==> src/rtl/core/opaque_span_extractor_assert.svh <==
// ----------------------------------------------------------------------------
// Assertion macros for the opaque span extractor
// Shared property forms used by the core and the result queue.
// ----------------------------------------------------------------------------
`ifndef OPAQUE_SPAN_EXTRACTOR_ASSERT_SVH
`define OPAQUE_SPAN_EXTRACTOR_ASSERT_SVH

// Same-cycle implication, checked out of reset
`define OSE_ASSERT_IMP(label, clk, rst_n, ante, cons, msg) \
	label: assert property (@(posedge clk) disable iff (!(rst_n)) (ante) |-> (cons)) \
		else $error(msg);

// Next-cycle implication, checked out of reset
`define OSE_ASSERT_NXT(label, clk, rst_n, ante, cons, msg) \
	label: assert property (@(posedge clk) disable iff (!(rst_n)) (ante) |=> (cons)) \
		else $error(msg);

`endif

==> src/rtl/core/ose_pkg.sv <==
// ----------------------------------------------------------------------------
// ose_pkg
// Types and constants shared by the opaque span extractor modules.
// ----------------------------------------------------------------------------
`default_nettype none

package ose_pkg;

	localparam int MAX_WIDTH  = 1024;
	localparam int MAX_HEIGHT = 1024;

	// column / row counters and the register width that can hold the maximum
	localparam int COL_W = 10;
	localparam int DIM_W = 11;
	localparam int IDX_W = 20;
	localparam int KEY_W = 16;

	// result queue geometry
	localparam int FIFO_DEPTH = 4;
	localparam int FIFO_AW    = 2;
	localparam int FIFO_CW    = 3;

	typedef enum logic [1:0] {
		CFG_KEY    = 2'd0,
		CFG_WIDTH  = 2'd1,
		CFG_HEIGHT = 2'd2
	} cfg_reg_t;

	typedef enum logic {
		KIND_SPAN = 1'b0,
		KIND_ROW  = 1'b1
	} kind_t;

	typedef struct packed {
		logic [KEY_W-1:0] key;
		logic [DIM_W-1:0] width;
		logic [DIM_W-1:0] height;
	} cfg_t;

	typedef struct packed {
		kind_t             kind;
		logic [9:0]        span_start;
		logic [10:0]       span_length;
		logic [9:0]        row_number;
		logic [18:0]       span_index;
		logic [9:0]        row_span_count;
		logic [19:0]       row_first_index;
		logic              last;
	} res_t;

endpackage

`default_nettype wire

==> src/rtl/core/ose_cfg.sv <==
// ----------------------------------------------------------------------------
// ose_cfg
// Configuration registers; presents the key and the clamped frame size.
// ----------------------------------------------------------------------------
`default_nettype none

module ose_cfg import ose_pkg::*; (
	input  wire logic             clk,
	input  wire logic             arst_n,
	input  wire logic             cfg_valid,
	output logic                  cfg_ready,
	input  wire logic [1:0]       cfg_index,
	input  wire logic [KEY_W-1:0] cfg_data,
	output cfg_t                  cfg
);

	logic [KEY_W-1:0] key_q;
	logic [DIM_W-1:0] width_q;
	logic [DIM_W-1:0] height_q;

	assign cfg_ready = 1'b1;

	// take register words; unknown indexes drop
	always_ff @(posedge clk or negedge arst_n) begin
		if (!arst_n) begin
			key_q    <= '0;
			width_q  <= DIM_W'(MAX_WIDTH);
			height_q <= DIM_W'(MAX_HEIGHT);
		end else if (cfg_valid && cfg_ready) begin
			case (cfg_reg_t'(cfg_index))
				CFG_KEY:    key_q    <= cfg_data;
				CFG_WIDTH:  width_q  <= cfg_data[DIM_W-1:0];
				CFG_HEIGHT: height_q <= cfg_data[DIM_W-1:0];
				default: ;
			endcase
		end
	end

	// clamp size to 1..max
	always_comb begin
		cfg.key = key_q;
		if (width_q == '0)
			cfg.width = DIM_W'(1);
		else if (width_q > DIM_W'(MAX_WIDTH))
			cfg.width = DIM_W'(MAX_WIDTH);
		else
			cfg.width = width_q;
		if (height_q == '0)
			cfg.height = DIM_W'(1);
		else if (height_q > DIM_W'(MAX_HEIGHT))
			cfg.height = DIM_W'(MAX_HEIGHT);
		else
			cfg.height = height_q;
	end

endmodule

`default_nettype wire

==> src/rtl/core/ose_core.sv <==
// ----------------------------------------------------------------------------
// ose_core
// Pixel input register, run tracking and span / row summary generation.
// ----------------------------------------------------------------------------
`default_nettype none

module ose_core import ose_pkg::*; (
	input  wire logic             clk,
	input  wire logic             arst_n,
	input  cfg_t                  cfg,
	input  wire logic             pix_valid,
	output logic                  pix_stall,
	input  wire logic [KEY_W-1:0] pixel,
	input  wire logic             room,
	output logic [1:0]            push_n,
	output res_t                  e0,
	output res_t                  e1
);

`include "opaque_span_extractor_assert.svh"

	logic             valid_s1;
	logic [KEY_W-1:0] pixel_s1;

	logic [COL_W-1:0] col_q;
	logic [COL_W-1:0] row_q;
	logic             in_run_q;
	logic [COL_W-1:0] run_start_q;
	logic [COL_W-1:0] spans_q;
	logic [IDX_W-1:0] base_q;
	logic [IDX_W-1:0] next_q;

	logic             proc;
	logic             accept;
	logic             opaque;
	logic             row_end;
	logic             frame_end;
	logic             start_run;
	logic             key_close;
	logic             span_close;
	logic [COL_W-1:0] run_st;
	logic [DIM_W-1:0] col_nx;
	logic [DIM_W-1:0] row_nx;
	logic [DIM_W-1:0] span_len;
	logic [COL_W-1:0] spans_inc;
	logic [IDX_W-1:0] next_inc;
	res_t             span_rec;
	res_t             summary;

	assign proc      = valid_s1 && room;
	assign pix_stall = valid_s1 && !room;
	assign accept    = pix_valid && !pix_stall;

	// input stage control
	always_ff @(posedge clk or negedge arst_n) begin
		if (!arst_n)
			valid_s1 <= 1'b0;
		else if (accept)
			valid_s1 <= 1'b1;
		else if (proc)
			valid_s1 <= 1'b0;
	end

	// hold the pixel word
	always_ff @(posedge clk) begin
		if (accept)
			pixel_s1 <= pixel;
	end

	// classify the pixel and decide what closes
	always_comb begin
		opaque     = pixel_s1 != cfg.key;
		col_nx     = DIM_W'(col_q) + DIM_W'(1);
		row_nx     = DIM_W'(row_q) + DIM_W'(1);
		row_end    = col_nx >= cfg.width;
		frame_end  = row_nx >= cfg.height;
		start_run  = opaque && !in_run_q;
		key_close  = !opaque && in_run_q;
		run_st     = start_run ? col_q : run_start_q;
		span_close = key_close || (row_end && opaque);
		if (key_close)
			span_len = DIM_W'(col_q - run_start_q);
		else
			span_len = col_nx - DIM_W'(run_st);
		spans_inc  = spans_q + COL_W'(span_close);
		next_inc   = next_q + IDX_W'(span_close);
	end

	// build the two possible records
	always_comb begin
		span_rec                 = '0;
		span_rec.kind            = KIND_SPAN;
		span_rec.span_start      = run_st;
		span_rec.span_length     = span_len;
		span_rec.row_number      = row_q;
		span_rec.span_index      = next_q[18:0];
		span_rec.last            = !row_end;

		summary                  = '0;
		summary.kind             = KIND_ROW;
		summary.row_number       = row_q;
		summary.row_span_count   = spans_inc;
		summary.row_first_index  = base_q;
		summary.last             = 1'b1;

		e0     = span_close ? span_rec : summary;
		e1     = summary;
		push_n = proc ? (2'(span_close) + 2'(row_end)) : 2'd0;
	end

	// advance column, row and span counters
	always_ff @(posedge clk or negedge arst_n) begin
		if (!arst_n) begin
			col_q       <= '0;
			row_q       <= '0;
			in_run_q    <= 1'b0;
			run_start_q <= '0;
			spans_q     <= '0;
			base_q      <= '0;
			next_q      <= '0;
		end else if (proc) begin
			run_start_q <= run_st;
			if (row_end) begin
				col_q    <= '0;
				in_run_q <= 1'b0;
				spans_q  <= '0;
				if (frame_end) begin
					row_q  <= '0;
					next_q <= '0;
					base_q <= '0;
				end else begin
					row_q  <= row_nx[COL_W-1:0];
					next_q <= next_inc;
					base_q <= next_inc;
				end
			end else begin
				col_q    <= col_nx[COL_W-1:0];
				in_run_q <= opaque;
				spans_q  <= spans_inc;
				next_q   <= next_inc;
			end
		end
	end

	`OSE_ASSERT_NXT(a_row_wrap, clk, arst_n, proc && row_end, (col_q == '0) && !in_run_q, "column or run not cleared at row end")
	`OSE_ASSERT_IMP(a_run_order, clk, arst_n, in_run_q, run_start_q <= col_q, "run start beyond current column")

endmodule

`default_nettype wire

==> src/rtl/core/ose_fifo.sv <==
// ----------------------------------------------------------------------------
// ose_fifo
// Result queue: takes up to two records a cycle, hands out one.
// ----------------------------------------------------------------------------
`default_nettype none

module ose_fifo import ose_pkg::*; (
	input  wire logic       clk,
	input  wire logic       arst_n,
	input  wire logic [1:0] push_n,
	input  res_t            e0,
	input  res_t            e1,
	output logic            room,
	output logic            res_valid,
	input  wire logic       res_stall,
	output res_t            head
);

`include "opaque_span_extractor_assert.svh"

	res_t               mem_q [FIFO_DEPTH];
	logic [FIFO_AW-1:0] wr_q;
	logic [FIFO_AW-1:0] rd_q;
	logic [FIFO_CW-1:0] cnt_q;
	logic [FIFO_AW-1:0] wr_nx;
	logic               pop;

	assign wr_nx     = wr_q + FIFO_AW'(1);
	assign res_valid = cnt_q != '0;
	assign pop       = res_valid && !res_stall;
	assign head      = mem_q[rd_q];
	assign room      = cnt_q <= FIFO_CW'(FIFO_DEPTH - 2);

	// store incoming records
	always_ff @(posedge clk) begin
		if (push_n != 2'd0)
			mem_q[wr_q] <= e0;
		if (push_n == 2'd2)
			mem_q[wr_nx] <= e1;
	end

	// advance pointers and fill count
	always_ff @(posedge clk or negedge arst_n) begin
		if (!arst_n) begin
			wr_q  <= '0;
			rd_q  <= '0;
			cnt_q <= '0;
		end else begin
			wr_q  <= wr_q + FIFO_AW'(push_n);
			if (pop)
				rd_q <= rd_q + FIFO_AW'(1);
			cnt_q <= cnt_q + FIFO_CW'(push_n) - FIFO_CW'(pop);
		end
	end

	`OSE_ASSERT_IMP(a_cnt_range, clk, arst_n, 1'b1, cnt_q <= FIFO_CW'(FIFO_DEPTH), "result queue count out of range")
	`OSE_ASSERT_IMP(a_no_overflow, clk, arst_n, push_n != 2'd0, (cnt_q + FIFO_CW'(push_n)) <= FIFO_CW'(FIFO_DEPTH), "result queue overflow")

endmodule

`default_nettype wire

==> src/rtl/core/opaque_span_extractor.sv <==
// A pixel word is registered in the input stage, and its records are written into the result
// queue once the queue has room; the first record is then presented at the queue head.
// Throughput: one pixel per cycle while results drain; a row end that closes a span gives
// two records, and the single-record output port then sets the rate (input stalls at > 2).
// Reset: arst_n clears counters, run state and the queue; registers take key 0, size 1024x1024.
// ----------------------------------------------------------------------------
// opaque_span_extractor
// Color-key span encoder: emits opaque span records and per-row summaries.
// ----------------------------------------------------------------------------
`default_nettype none

module opaque_span_extractor import ose_pkg::*; (
	input  wire logic             clk,
	input  wire logic             arst_n,
	input  wire logic             cfg_valid,
	output logic                  cfg_ready,
	input  wire logic [1:0]       cfg_index,
	input  wire logic [KEY_W-1:0] cfg_data,
	input  wire logic             pix_valid,
	output logic                  pix_stall,
	input  wire logic [15:0]      pixel,
	output logic                  res_valid,
	input  wire logic             res_stall,
	output logic                  kind,
	output logic [9:0]            span_start,
	output logic [10:0]           span_length,
	output logic [9:0]            row_number,
	output logic [18:0]           span_index,
	output logic [9:0]            row_span_count,
	output logic [19:0]           row_first_index,
	output logic                  last
);

	cfg_t       cfg;
	logic       room;
	logic [1:0] push_n;
	res_t       e0;
	res_t       e1;
	res_t       head;

	ose_cfg u_cfg (
		.clk       (clk),
		.arst_n    (arst_n),
		.cfg_valid (cfg_valid),
		.cfg_ready (cfg_ready),
		.cfg_index (cfg_index),
		.cfg_data  (cfg_data),
		.cfg       (cfg)
	);

	ose_core u_core (
		.clk       (clk),
		.arst_n    (arst_n),
		.cfg       (cfg),
		.pix_valid (pix_valid),
		.pix_stall (pix_stall),
		.pixel     (pixel),
		.room      (room),
		.push_n    (push_n),
		.e0        (e0),
		.e1        (e1)
	);

	ose_fifo u_fifo (
		.clk       (clk),
		.arst_n    (arst_n),
		.push_n    (push_n),
		.e0        (e0),
		.e1        (e1),
		.room      (room),
		.res_valid (res_valid),
		.res_stall (res_stall),
		.head      (head)
	);

	// unpack the head record
	assign kind            = head.kind;
	assign span_start      = head.span_start;
	assign span_length     = head.span_length;
	assign row_number      = head.row_number;
	assign span_index      = head.span_index;
	assign row_span_count  = head.row_span_count;
	assign row_first_index = head.row_first_index;
	assign last            = head.last;

endmodule

`default_nettype wire

==> config.mk <==
export PLATFORM = sky130hd
export DESIGN_NAME = opaque_span_extractor
export DESIGN_NICKNAME = d
export VERILOG_FILES = /design/src/rtl/core/ose_pkg.sv /design/src/rtl/core/ose_cfg.sv /design/src/rtl/core/ose_core.sv /design/src/rtl/core/ose_fifo.sv /design/src/rtl/core/opaque_span_extractor.sv
export VERILOG_INCLUDE_DIRS = /design/src /design/src/rtl/core
export SDC_FILE = /design/constraint.sdc
export NUM_CORES = 1
export LEC_CHECK = 0
export ABC_AREA = 1
export BUFFER_PORTS_ARGS = -buffer_cell sky130_fd_sc_hd__buf_2
export CAP_MARGIN = 20
export CORE_UTILIZATION = 32
export DETAILED_ROUTE_END_ITERATION = 10
export SYNTH_ARGS = -nofsm -noshare
export SYNTH_HDL_FRONTEND = slang
export SYNTH_SLANG_ARGS = --single-unit
==> constraint.sdc <==
create_clock -name clk -period 13.86 [get_ports clk]
set_input_delay 0.693 -clock clk [delete_from_list [all_inputs] [get_ports clk]]
set_output_delay 0.693 -clock clk [all_outputs]
set_load 0.01 [all_outputs]
Yosys cells after proc, flatten, opt, wreduce, memory -nomap -nowiden --
Memories as Yosys holds them, arrays and structs flattened. Cells that the tools add are included. W data, S select, Z words.
Word-level totals: flip-flop bits (word level) 143, memory bits (writable) 328, input bits 39, logic and storage cells 81, memories kept 1
Cells by class: add/sub/neg operators 12, $lt $le $gt $ge 5, equality and inequality tests 4, mux-type cells 20, reductions and logical operators 24
Memories:
- u_fifo.mem_q | words 4, bits a word 82, rd ports 1, clocked after memory_dff 0, wr ports 2, line ose_fifo.sv:21 | res_t mem_q [FIFO_DEPTH];
Operators by type and width (count):
- $mux W82 | 1
- $mux W11 | 5
- $mux W10 | 4
- $mux W20 | 2
- $add A10 B1 Y11 const B | 2
- $ge A11 B11 Y1 | 2
- $gt A11 B11 Y1 const B | 2
- $logic_not A11 Y1 | 2
- $add A20 B1 Y20 | 1
- $ne A16 B16 Y1 | 1
- $sub A10 B10 Y11 | 1
- $sub A11 B10 Y11 | 1
- $add A10 B1 Y10 | 1
- $reduce_and A2 Y1 | 4
- $logic_and A1 B1 Y1 | 7
- $mux W1 | 7
- $logic_not A1 Y1 | 6
- $add A2 B1 Y2 const B | 2
- $eq A2 B2 Y1 const B | 2
- $reduce_bool A2 Y1 | 2
- $add A3 B2 Y3 | 1
- $le A3 B2 Y1 const B | 1
- $reduce_bool A3 Y1 | 1
- $sub A3 B1 Y3 | 1
- other kinds (6) | 6

Logic depth before layout (Yosys ltp) --
Gate-level depths: netlist of the first run.
depth after elaboration 11, mapped depth 28

Modules after synthesis --
A second synthesis of the first run with hierarchy kept.
Unflattened totals: cells, all modules 3565, area total of the unflattened synthesis 27272.4 um2
Modules (own cells, without submodules):
- ose_fifo | instances 1, cells each 2190, area an instance 17744.5 um2, seq. area each 10024.6 um2
- ose_core | instances 1, cells each 1155, area an instance 7724.9 um2, seq. area each 2532.4 um2
- ose_cfg | instances 1, cells each 220, area an instance 1803.0 um2, seq. area each 953.4 um2

Least setup slack after synthesis of the first run --
Ideal clock, no wire load.
path kind register to register, start reg u_core.col_q[1], end mem u_fifo.mem_q[0][53] (netlist bit) (data pin), setup time 0.258 ns, arrival time 4.376 ns, slack 9.226 ns, stages on the path, launching flop included 27, path buffers 3, period minus slack after synthesis 4.634 ns, cell sequence dfrtp_1 inv_1 nor3_1 nand3_1 xor2_1 inv_1 ha_1 nand2_1 inv_1 nand2_1 nand2_1 a21oi_1 nand2_2 nand2_2 nand2_2 buf_6 buf_2 ha_1 inv_1 nor2_4 nor2_4 inv_2 nand2_2 nand2_1 inv_2 buf_2 nor2_1
RTL lines:
- start: declaration | line ose_core.sv:25 | logic [COL_W-1:0] col_q;
- start signal: assignment | line ose_core.sv:137 | col_q <= col_nx[COL_W-1:0];
- end: declaration | line ose_fifo.sv:21

==> impl_metrics.yaml, run 1 <==
run_status:
  status: "complete, no violations"
grt:
  grt_pass1_wl_um: 100300
  antenna_found_initial: 2
  grt-ovfl-total: 0
  track_usage: 0.1776
  grt_pass1_vias: 17417
  grt_max_degree: 103
timing:
  finalCriticalPeriod_ns: 6.982
  maxSlewHeadroom: 0.2507
  max_freq_mhz: 143.2
  setup-tns-final_ns: 0
  fin_crit_sh: 0.5037
  setup_viol: 0
  clock_skew_ns: 0.03796
  grt_setup_unrepaired: "no"
  slew_viol_final: 0
  finalHoldViolCount: 0
  tightest_slew_ns: 1.121
detailed_routing:
  firstDrtPassIters: 5
  antenna_left: 0
  vias: 18675
  drc: 0
  wl_per_cell_um: 16.97
  vias_per_cell: 4.921
  wirelength_um: 64410
  drt_iter0_drc: 1780
synthesis:
  ys_seq_area_frac: 0.5216
  synthCells: 2757
  synth_cell_types: 40
  yosys_register_bits: 471
  netlist_area_um2: 22680
  avgSynthCellArea_um2: 8.226
  syn-num-nets: 2854
  synth_area_leaders: "edfxtp_1 23%, dfxtp_1 15%, dfrtp_1 14%"
  synth_top_area_frac: 0.2330
  yosysTopAreaCell: "edfxtp_1"
  yosys_warnings: 0
floorplanning:
  fp.dieW_um: 268.2
  dieArea_um2: 71940
  initial_core_util: 0.3239
  core-area_um2: 70030
  rows: 97
  die_y_um: 268.2
  io-pin-count: 124
clock_network:
  cts-root-buf: "clkbuf_16"
  cts_tree: "built"
  htreeDepth: 2
  cts_resized: 0
  cts_buffers: 51
  post_cts_buffers: 0
  cts.sinks: 471
  insertion_delay_ns: 0.63
  clk_pin_slew_worst_paths_ns: 0.06
  clk_path_buf_depth: 3
  ctsHoldBuffers: 0
placement:
  dpl_cell_area_um2: 24000
  port_buffers: 122
  gp_congestion: 0.8668
  dp_hpwl_um: 39910
  placed_cells: 3695
cells_and_area:
  drive_gt1_frac: 0.1066
  fin_nets: 2907
  area_growth_pct: 14.01
  final_common_cell: "nand2_1"
  final_cell_count_no_fill: 3795
  fin_area_um2: 25860
  final_cell_mix: "677 x nand2_1, 351 x nor2_1, 299 x o21ai_0, 212 x inv_1, 176 x edfxtp_1"
critical_path:
  endpoint_kind: "register"
  critPathKind: "reg2reg"
  cp_max_fo: 43
  worstPathRequired_ns: 14.34
  cp.arrival_ns: 7.47
  cp-startpoint: "u_core.col_q[2]"
  r2r_start: "u_core.col_q[2]"
  startpoint_type: "register"
  r2r_cells: 25
pwr:
  clkPwrFrac: 0.278
  power_leakage_nw: 10.87
  p_int_mw: 3.040
  peakVddDrop_uv: 113.3
  switchingPower_mw: 2.144
  power.density_nw_per_um2: 200.5
  total_power_mw: 5.184
  swShare: 0.4136
  combPwrFrac: 0.397
  seq_power_share: 0.325
min_path:
  hold_class: "in2async"
flow_run:
  cap_violations: 0
## power by group through the flow
stage	sequential [mW]	combinational, mW	clock, mW
floorplan	1.67	1.37	0
global placement	1.75	2.01	0
detailed placement	1.75	2.02	0
CTS	1.72	2.03	1.47
global route	1.70	2.30	1.52
finish	1.69	2.06	1.44
## critical path, stage by stage (launching register included)
cell and delay, ns:
dfrtp_1 0.44, inv_1 0.09, nor3_1 0.52, nand3_1 0.17, xor2_1 0.24, inv_1 0.12, ha_1 0.33, nand2_1 0.06
inv_1 0.03, nand2_1 0.05, nand2_1 0.04, a21oi_1 0.17, nand2_2 0.14, nand2_2 0.13, nand2_4 0.43, ha_1 0.53
inv_1 0.07, nor2_4 0.15, nor2_4 0.07, nor2_2 0.83, inv_2 0.47, nand2_2 0.15, buf_4 0.57, nand2_1 0.53
buf_4 0.38, nor2_1 0.12
## final timing paths
| path | to | slack, ns |
|---|---|---|
| hold / removal | u_cfg.key_q[2] | 0.13 |
| min in group clk | u_core.pixel_s1[12] | 0.26 |
| setup reg to reg | u_fifo.mem_q[2][26] | 6.88 |
| setup / recovery | u_fifo.mem_q[2][26] | 6.88 |
| max in group asynchronous | u_fifo.rd_q[1] | 12.45 |
| hold reg to reg | u_fifo.mem_q[1][75] | 0.45 |
## state kept, by name, summed over array words and instances (netlist names), 11 cells and up
signal and cells:
u_core.pixel_s1 16, u_fifo.mem_q 328, u_cfg.key_q 16, u_cfg.height_q 11
u_cfg.width_q 11, u_core.next_q 20, u_core.base_q 20
## metrics by stage
step | setup WS (ns) | utilization | hold WS (ns)
final | 6.878 | 0.3692 | 0.1345
after global routing | 6.367 | 0.3691 | 0.1901
after CTS | 6.830 | 0.3685 | 0.1469
after detailed placement | 6.889 | 0.3427 | 0.4345
after global placement | 7.000 | 0.3427 | 0.4320
after floorplan | 9.226 | - | 0.3974
## layer usage
layer	track usage	routed length, um
met1	0.2386	28800
met2	0.2968	30790
met3	0.03216	3723
met4	0.03799	1068
met5	0	27
## synth_stat cells (all sizes together)
library cell / instances
nor3b: 1
o211ai: 2
fa: 3
o21ai: 385
dfxtp: 168
o21a: 1
a21oi: 26
dfrtp: 125
inv: 231
nand3: 114
nor3: 10
ha: 55
clkbuf: 84
mux2: 1
nand3b: 9
xnor2: 24
dfstp: 2
edfxtp: 176
nand2b: 1
nor2: 368
nand4: 40
conb: 1
nand2: 708
nor4: 5
and2: 1
o22ai: 119
xor2: 34
buf: 63
## layout make-up
| class | count | area [um^2] |
|---|---|---|
| multi-input combinational | 1908 | 9328 |
| clock buffer | 76 | 1544 |
| timing repair buffer | 147 | 832.0 |
| inverter | 231 | 870.8 |
| clock inverter | 19 | 265.3 |
| sequential | 471 | 11830 |
| antenna | 3 | 7.507 |
| tap | 940 | 1176 |
| fill | 7304 | 44170 |
## logic make-up after synthesis
logic type	Yosys count	synth area share
simple gates	1257	0.2303
compound gates	533	0.1245
flops	471	0.5216
buf+inv	378	0.06758
fa+ha+maj	58	0.03299
xor+xnor	58	0.02240
other cells	1	0.0001653
mux	1	0.0004965
(Power assumes the default switching activity.)
==> inputs of run 2 (changes only) <==
==> constraint.sdc (replaced) <==
create_clock -name clk -period 5.95 [get_ports clk]
set_input_delay 0.2975 -clock clk [delete_from_list [all_inputs] [get_ports clk]]
set_output_delay 0.2975 -clock clk [all_outputs]
set_load 0.01 [all_outputs]
==> run 2 against run 1 <==
  * Global-route usage fell by 0.10 points
  * Via count fell by 0.13%
  * Highest routed layer unchanged
  * Largest power group unchanged
  * Utilization rose by 0.23 points
  * Critical endpoint is now u_fifo.mem_q[2][33]
  * Largest cell class unchanged
==> impl_metrics.yaml, run 2 (synthesis results as in run 1) <==
clock_network:
  insertion_delay_ns: 0.63
  cts_resized: 0
  cts_buffers: 51
  clk_pin_slew_worst_paths_ns: 0.06
  cts-root-buf: "clkbuf_16"
  ctsHoldBuffers: 23
  post_cts_buffers: 0
  cts.sinks: 471
  cts_tree: "built"
  clk_path_buf_depth: 3
  htreeDepth: 2
detailed_routing:
  vias: 18650
  drc: 0
  route.met2.wl_um: 30280
  top_signal_layer_used: "met5"
  drt_iter0_drc: 1578
  wl_met3_um: 3312
  wl_per_cell_um: 16.75
  firstDrtPassIters: 6
  antenna_left: 0
  wl_met1_um: 28970
  wirelength_um: 64000
  vias_per_cell: 4.882
critical_path:
  rrSetupSlack_ns: 1.0
  reg2reg_to: "u_fifo.mem_q[2][33]"
  crit_family: "simple AND/OR/NAND/NOR gates"
  endpoint_kind: "register"
  r2r_cells: 25
  cp-startpoint: "u_core.col_q[2]"
  critPathKind: "reg2reg"
  cp_slowest_cell: "buf_4"
  worstPathRequired_ns: 6.49
  r2r_start: "u_core.col_q[2]"
  startpoint_type: "register"
  cp_num_cells: 25
  cp.buffers_inverters: 7
  slowest_delay_ns: 0.55
  cp_max_fo: 40
  setup.worst_path.end: "u_fifo.mem_q[2][33]"
  cp.arrival_ns: 5.49
timing:
  tightest_slew_ns: 1.099
  slew_viol_final: 0
  max_freq_mhz: 202.0
  finalHoldViolCount: 0
  setup_viol: 0
  finalCriticalPeriod_ns: 4.951
  grt_setup_unrepaired: "no"
  worst_hold_slack_ns: 0.01625
  fin_crit_sh: 0.8320
  setup-tns-final_ns: 0
  clock_skew_ns: 0.02878
  maxSlewHeadroom: 0.2673
grt:
  grt_max_degree: 96
  track_usage: 0.1766
  grt-ovfl-total: 0
  grt_pass1_wl_um: 99840
  antenna_found_initial: 1
  grt_pass1_vias: 17690
placement:
  port_buffers: 122
  dp_hpwl_um: 40090
  gp_congestion: 0.8676
run_status:
  status: "complete, no violations"
pwr:
  clkPwrFrac: 0.272
  power.density_nw_per_um2: 459.5
  combPwrFrac: 0.396
  switchingPower_mw: 4.974
  seq_power_share: 0.331
  power_leakage_nw: 10.94
  total_power_mw: 11.95
  p_int_mw: 6.980
  peakVddDrop_uv: 254.2
  swShare: 0.4161
cells_and_area:
  area_growth_pct: 14.71
  diodes: 0
  top_regs: "u_fifo.mem_q (328), u_core.base_q (20), u_core.next_q (20)"
  final_common_cell: "nand2_1"
  final_cell_mix: "677 x nand2_1, 351 x nor2_1, 299 x o21ai_0, 212 x inv_1, 176 x edfxtp_1"
  drive_gt1_frac: 0.1052
  fin_nets: 2936
  largest-register: "u_fifo.mem_q"
  largest_reg_flops: 328
  n_fill_cell: 7222
floorplanning:
  die_y_um: 268.2
  initial_core_util: 0.3239
  core-area_um2: 70030
  io-pin-count: 124
  dieArea_um2: 71940
  fp.dieW_um: 268.2
  rows: 97
min_path:
  hold_class: "in2reg"
flow_run:
  cap_violations: 0
run 2: metrics by stage:
step	area, um^2	instances	setup slack (ns)	utilization
global route	26020	3820	0.5720	0.3715
CTS	26020	3820	1.044	0.3715
global placement	24060	3703	1.135	0.3435
detailed placement	24060	3703	1.104	0.3435
floorplan	22680	2757	1.316	-
finish	26020	3820	0.9993	0.3715
run 2: routing by layer:
layer  global-route usage  up-vias
li1                     -     9284
met2               0.2953      457
met1               0.2362     8828
met3              0.02437       79
met4              0.05282        2
met5                    0        -
run 2: power groups by stage:
stage	sequential (mW)	clock (mW)	combinational [mW]
final	3.96	3.26	4.74
after global routing	3.99	3.43	5.29
after CTS	3.95	3.31	4.79
after detailed placement	4.01	0	4.76
after global placement	4.01	0	4.75
after floorplan	3.90	0	3.18
run 2: worst register-to-register path: cells and delay by family (launching register included):
family	cells	cell delay, ns
AND/OR/NAND/NOR	13	1.80
buffers and inverters	7	1.53
adder cells (fa/ha/maj)	2	0.62
flip-flops	1	0.46
AO/OA/AOI/OAI	2	0.24
XOR/XNOR	1	0.23
run 2: cell type report:
| cell class | instances | area, um^2 | share of cell area |
|---|---|---|---|
| repair buffers | 176 | 1080 | 0.04150 |
| clock buffers | 74 | 1494 | 0.05742 |
| well taps | 940 | 1176 | 0.04521 |
| multi-input cells | 1908 | 9328 | 0.3585 |
| inverters | 231 | 870.8 | 0.03347 |
| flip-flops and latches | 471 | 11830 | 0.4549 |
| clock inverters | 20 | 234.0 | 0.008993 |
run 2: worst min path at each step:
stage | startpoint | end | slack [ns] | depth (start not counted)
after detailed placement | arst_n | u_cfg.key_q[2] | 0.37 | 1
final | cfg_data[0] | u_cfg.width_q[0] | 0.02 | 3
after CTS | cfg_data[8] | u_cfg.width_q[8] | 0.0008 | 3
after global routing | cfg_data[8] | u_cfg.width_q[8] | 0.02 | 3
after floorplan | arst_n | u_cfg.height_q[0] | 0.002 | 0
after global placement | arst_n | u_cfg.key_q[2] | 0.37 | 1
==> inputs of run 3 (changes only) <==
==> constraint.sdc (replaced) <==
create_clock -name clk -period 4.1 [get_ports clk]
set_input_delay 0.205 -clock clk [delete_from_list [all_inputs] [get_ports clk]]
set_output_delay 0.205 -clock clk [all_outputs]
set_load 0.01 [all_outputs]
==> run 3 against run 2 <==
  * Non-clock buffer count increased by 49
  * Fmax up 31%
  * Global-route usage rose by 0.31 points
  * Largest cell class unchanged
==> impl_metrics.yaml, run 3 (synthesis results as in run 1) <==
clock_network:
  cts.sinks: 471
  post_cts_buffers: 0
  cts-root-buf: "clkbuf_16"
  cts_tree: "built"
  clk_pin_slew_worst_paths_ns: 0.06
  clk_path_buf_depth: 3
  insertion_delay_ns: 0.63
  cts_buffers: 51
  htreeDepth: 2
cells_and_area:
  final_cell_mix: "675 x nand2_1, 350 x nor2_1, 299 x o21ai_0, 212 x inv_1, 176 x edfxtp_1"
  n_fill_cell: 7143
  largest-register: "u_fifo.mem_q"
  regArea_um2: 11840
  drive_gt1_frac: 0.1235
  top_regs: "u_fifo.mem_q (328), u_core.base_q (20), u_core.next_q (20)"
  final_common_cell: "nand2_1"
  largest_reg_flops: 328
  fin_nets: 2985
  diodes: 0
  area_growth_pct: 18.38
  multiInputGateArea_um2: 9397
timing:
  grt_setup_unrepaired: "no"
  setup_viol: 0
  maxSlewHeadroom: 0.3083
  tightest_slew_ns: 1.038
  clock_skew_ns: 0.04113
  timing.final.ws_setup_ns: 0.3306
  max_freq_mhz: 265.3
  finalCriticalPeriod_ns: 3.769
  setup-tns-final_ns: 0
  finalHoldViolCount: 0
  fin_crit_sh: 0.9194
  slew_viol_final: 0
grt:
  grt_max_degree: 83
  antenna_found_initial: 2
  grt-ovfl-total: 0
  grt_pass1_vias: 18034
  grt_pass1_wl_um: 102000
  track_usage: 0.1797
critical_path:
  crit_family: "adder cells"
  r2r_cells: 21
  cp_num_cells: 21
  endpoint_kind: "register"
  slowest_delay_ns: 0.42
  cp_cell_sequence: "ha_2 > nand4_1 > xor2_1 > inv_1 > ha_1 > nand2_1 > nand2_1 > nand2_1 > nand2_1 > a21oi_1 > nand2_2 > nand2_2 > nand2_4 > ha_1 > inv_1 > nor2_4 > ha_1 > inv_1 > fa_1 > xnor2_1 > xor2_1"
  cp_slowest_cell: "dfrtp_2"
  r2r_start: "u_core.col_q[1]"
  cp.arrival_ns: 4.29
  reg2reg_to: "u_fifo.cnt_q[2]"
  cp_max_fo: 8
  critPathKind: "reg2reg"
  startpoint_type: "register"
  cp.buffers_inverters: 3
  worstPathRequired_ns: 4.62
  cp-startpoint: "u_core.col_q[1]"
  rrSetupSlack_ns: 0.33
  crit_top_cell: "nand2_1"
placement:
  gp_congestion: 0.8630
  pre_cts_slack_ns: 0.03838
  port_buffers: 122
  dp_hpwl_um: 40760
min_path:
  hold_class: "in2async"
pwr:
  power_leakage_nw: 11.36
  peakVddDrop_uv: 445.4
  power.density_nw_per_um2: 671.3
flow_run:
  cap_violations: 0
floorplanning:
  io-pin-count: 124
  core-area_um2: 70030
  fp.dieW_um: 268.2
  die_y_um: 268.2
  initial_core_util: 0.3239
  rows: 97
  dieArea_um2: 71940
detailed_routing:
  drt_iter0_drc: 1717
  vias_per_cell: 4.873
  wl_per_cell_um: 16.93
  vias: 18864
  antenna_left: 0
  drc: 0
  firstDrtPassIters: 6
  wirelength_um: 65550
run_status:
  status: "complete, no violations"
[run 3: changes by cell type in the layout (fill, tap and decap cells not counted), sizes merged, moves of 6 or more]
cell / delta
inv: +8
clkinv: -8
bufinv: +6
dlygate4sd3: +12
buf: +35
[run 3: through the flow]
| step | hold slack, ns | util | instances | power (mW) | area, um^2 |
|---|---|---|---|---|---|
| final | 0.2132 | 0.3834 | 3871 | 18.02 | 26850 |
| after global routing | 0.2507 | 0.3834 | 3871 | 19.16 | 26850 |
| after CTS | 0.1977 | 0.3816 | 3869 | 18.11 | 26730 |
| after detailed placement | 0.2853 | 0.3494 | 3738 | 12.86 | 24460 |
| after global placement | 0.2856 | 0.3494 | 3738 | 12.82 | 24460 |
| after floorplan | -0.09059 | - | 2757 | 10.28 | 22700 |
[run 3: worst max-delay path by stage]
stage                          endpoint  slack, ns
floorplan           u_fifo.mem_q[2][23]       0.05
global placement    u_fifo.mem_q[2][72]       0.11
detailed placement  u_fifo.mem_q[2][46]       0.04
CTS                 u_fifo.mem_q[2][44]       0.04
global route        u_fifo.mem_q[0][54]      0.003
finish                  u_fifo.cnt_q[2]       0.33
[run 3: routing by layer]
metal / GRT usage / vias up / share of wire / wire length, um
met3: 0.02557 / 83 / 0.050 / 3309
li1: - / 9392 / - / -
met4: 0.04803 / 0 / 0.019 / 1271
met1: 0.2427 / 8921 / 0.46 / 29880
met5: 0 / - / 0 / 0
met2: 0.2995 / 468 / 0.47 / 31100
[run 3: final cells by class]
| class | instances | share of cell area |
|---|---|---|
| sequential | 471 | 0.4410 |
| multi-input combinational | 1908 | 0.3500 |
| timing repair buffer | 225 | 0.06161 |
| clock buffer | 71 | 0.05564 |
| tap | 940 | 0.04381 |
| inverter | 231 | 0.03248 |
| clock inverter | 25 | 0.01552 |
[run 3: worst register-to-register path: cells and delay by family (launching register included)]
kind / cells / cell delay, ns
adders and majority gates: 5 / 1.46
and+or+nand+nor: 9 / 0.85
xor gates and xnor gates: 3 / 0.58
DFF: 1 / 0.42
buffers and inverters: 3 / 0.25
AOI/OAI and AO/OA: 1 / 0.14
[run 3: timing repair]
item | CTS | global route
endpoints found under the hold margin | 123 | 0
gates resized for setup | 0 | 20
hold buffers | 35 | 0
endpoints found under the setup margin | 0 | 485
[run 3: where the power goes]
part           switching, mW  internal, mW  total [mW]
Sequential             0.377          5.36        5.73
Clock                   2.06          3.15        5.21
Combinational           4.91          2.18        7.09
Total                   7.34          10.7        18.0
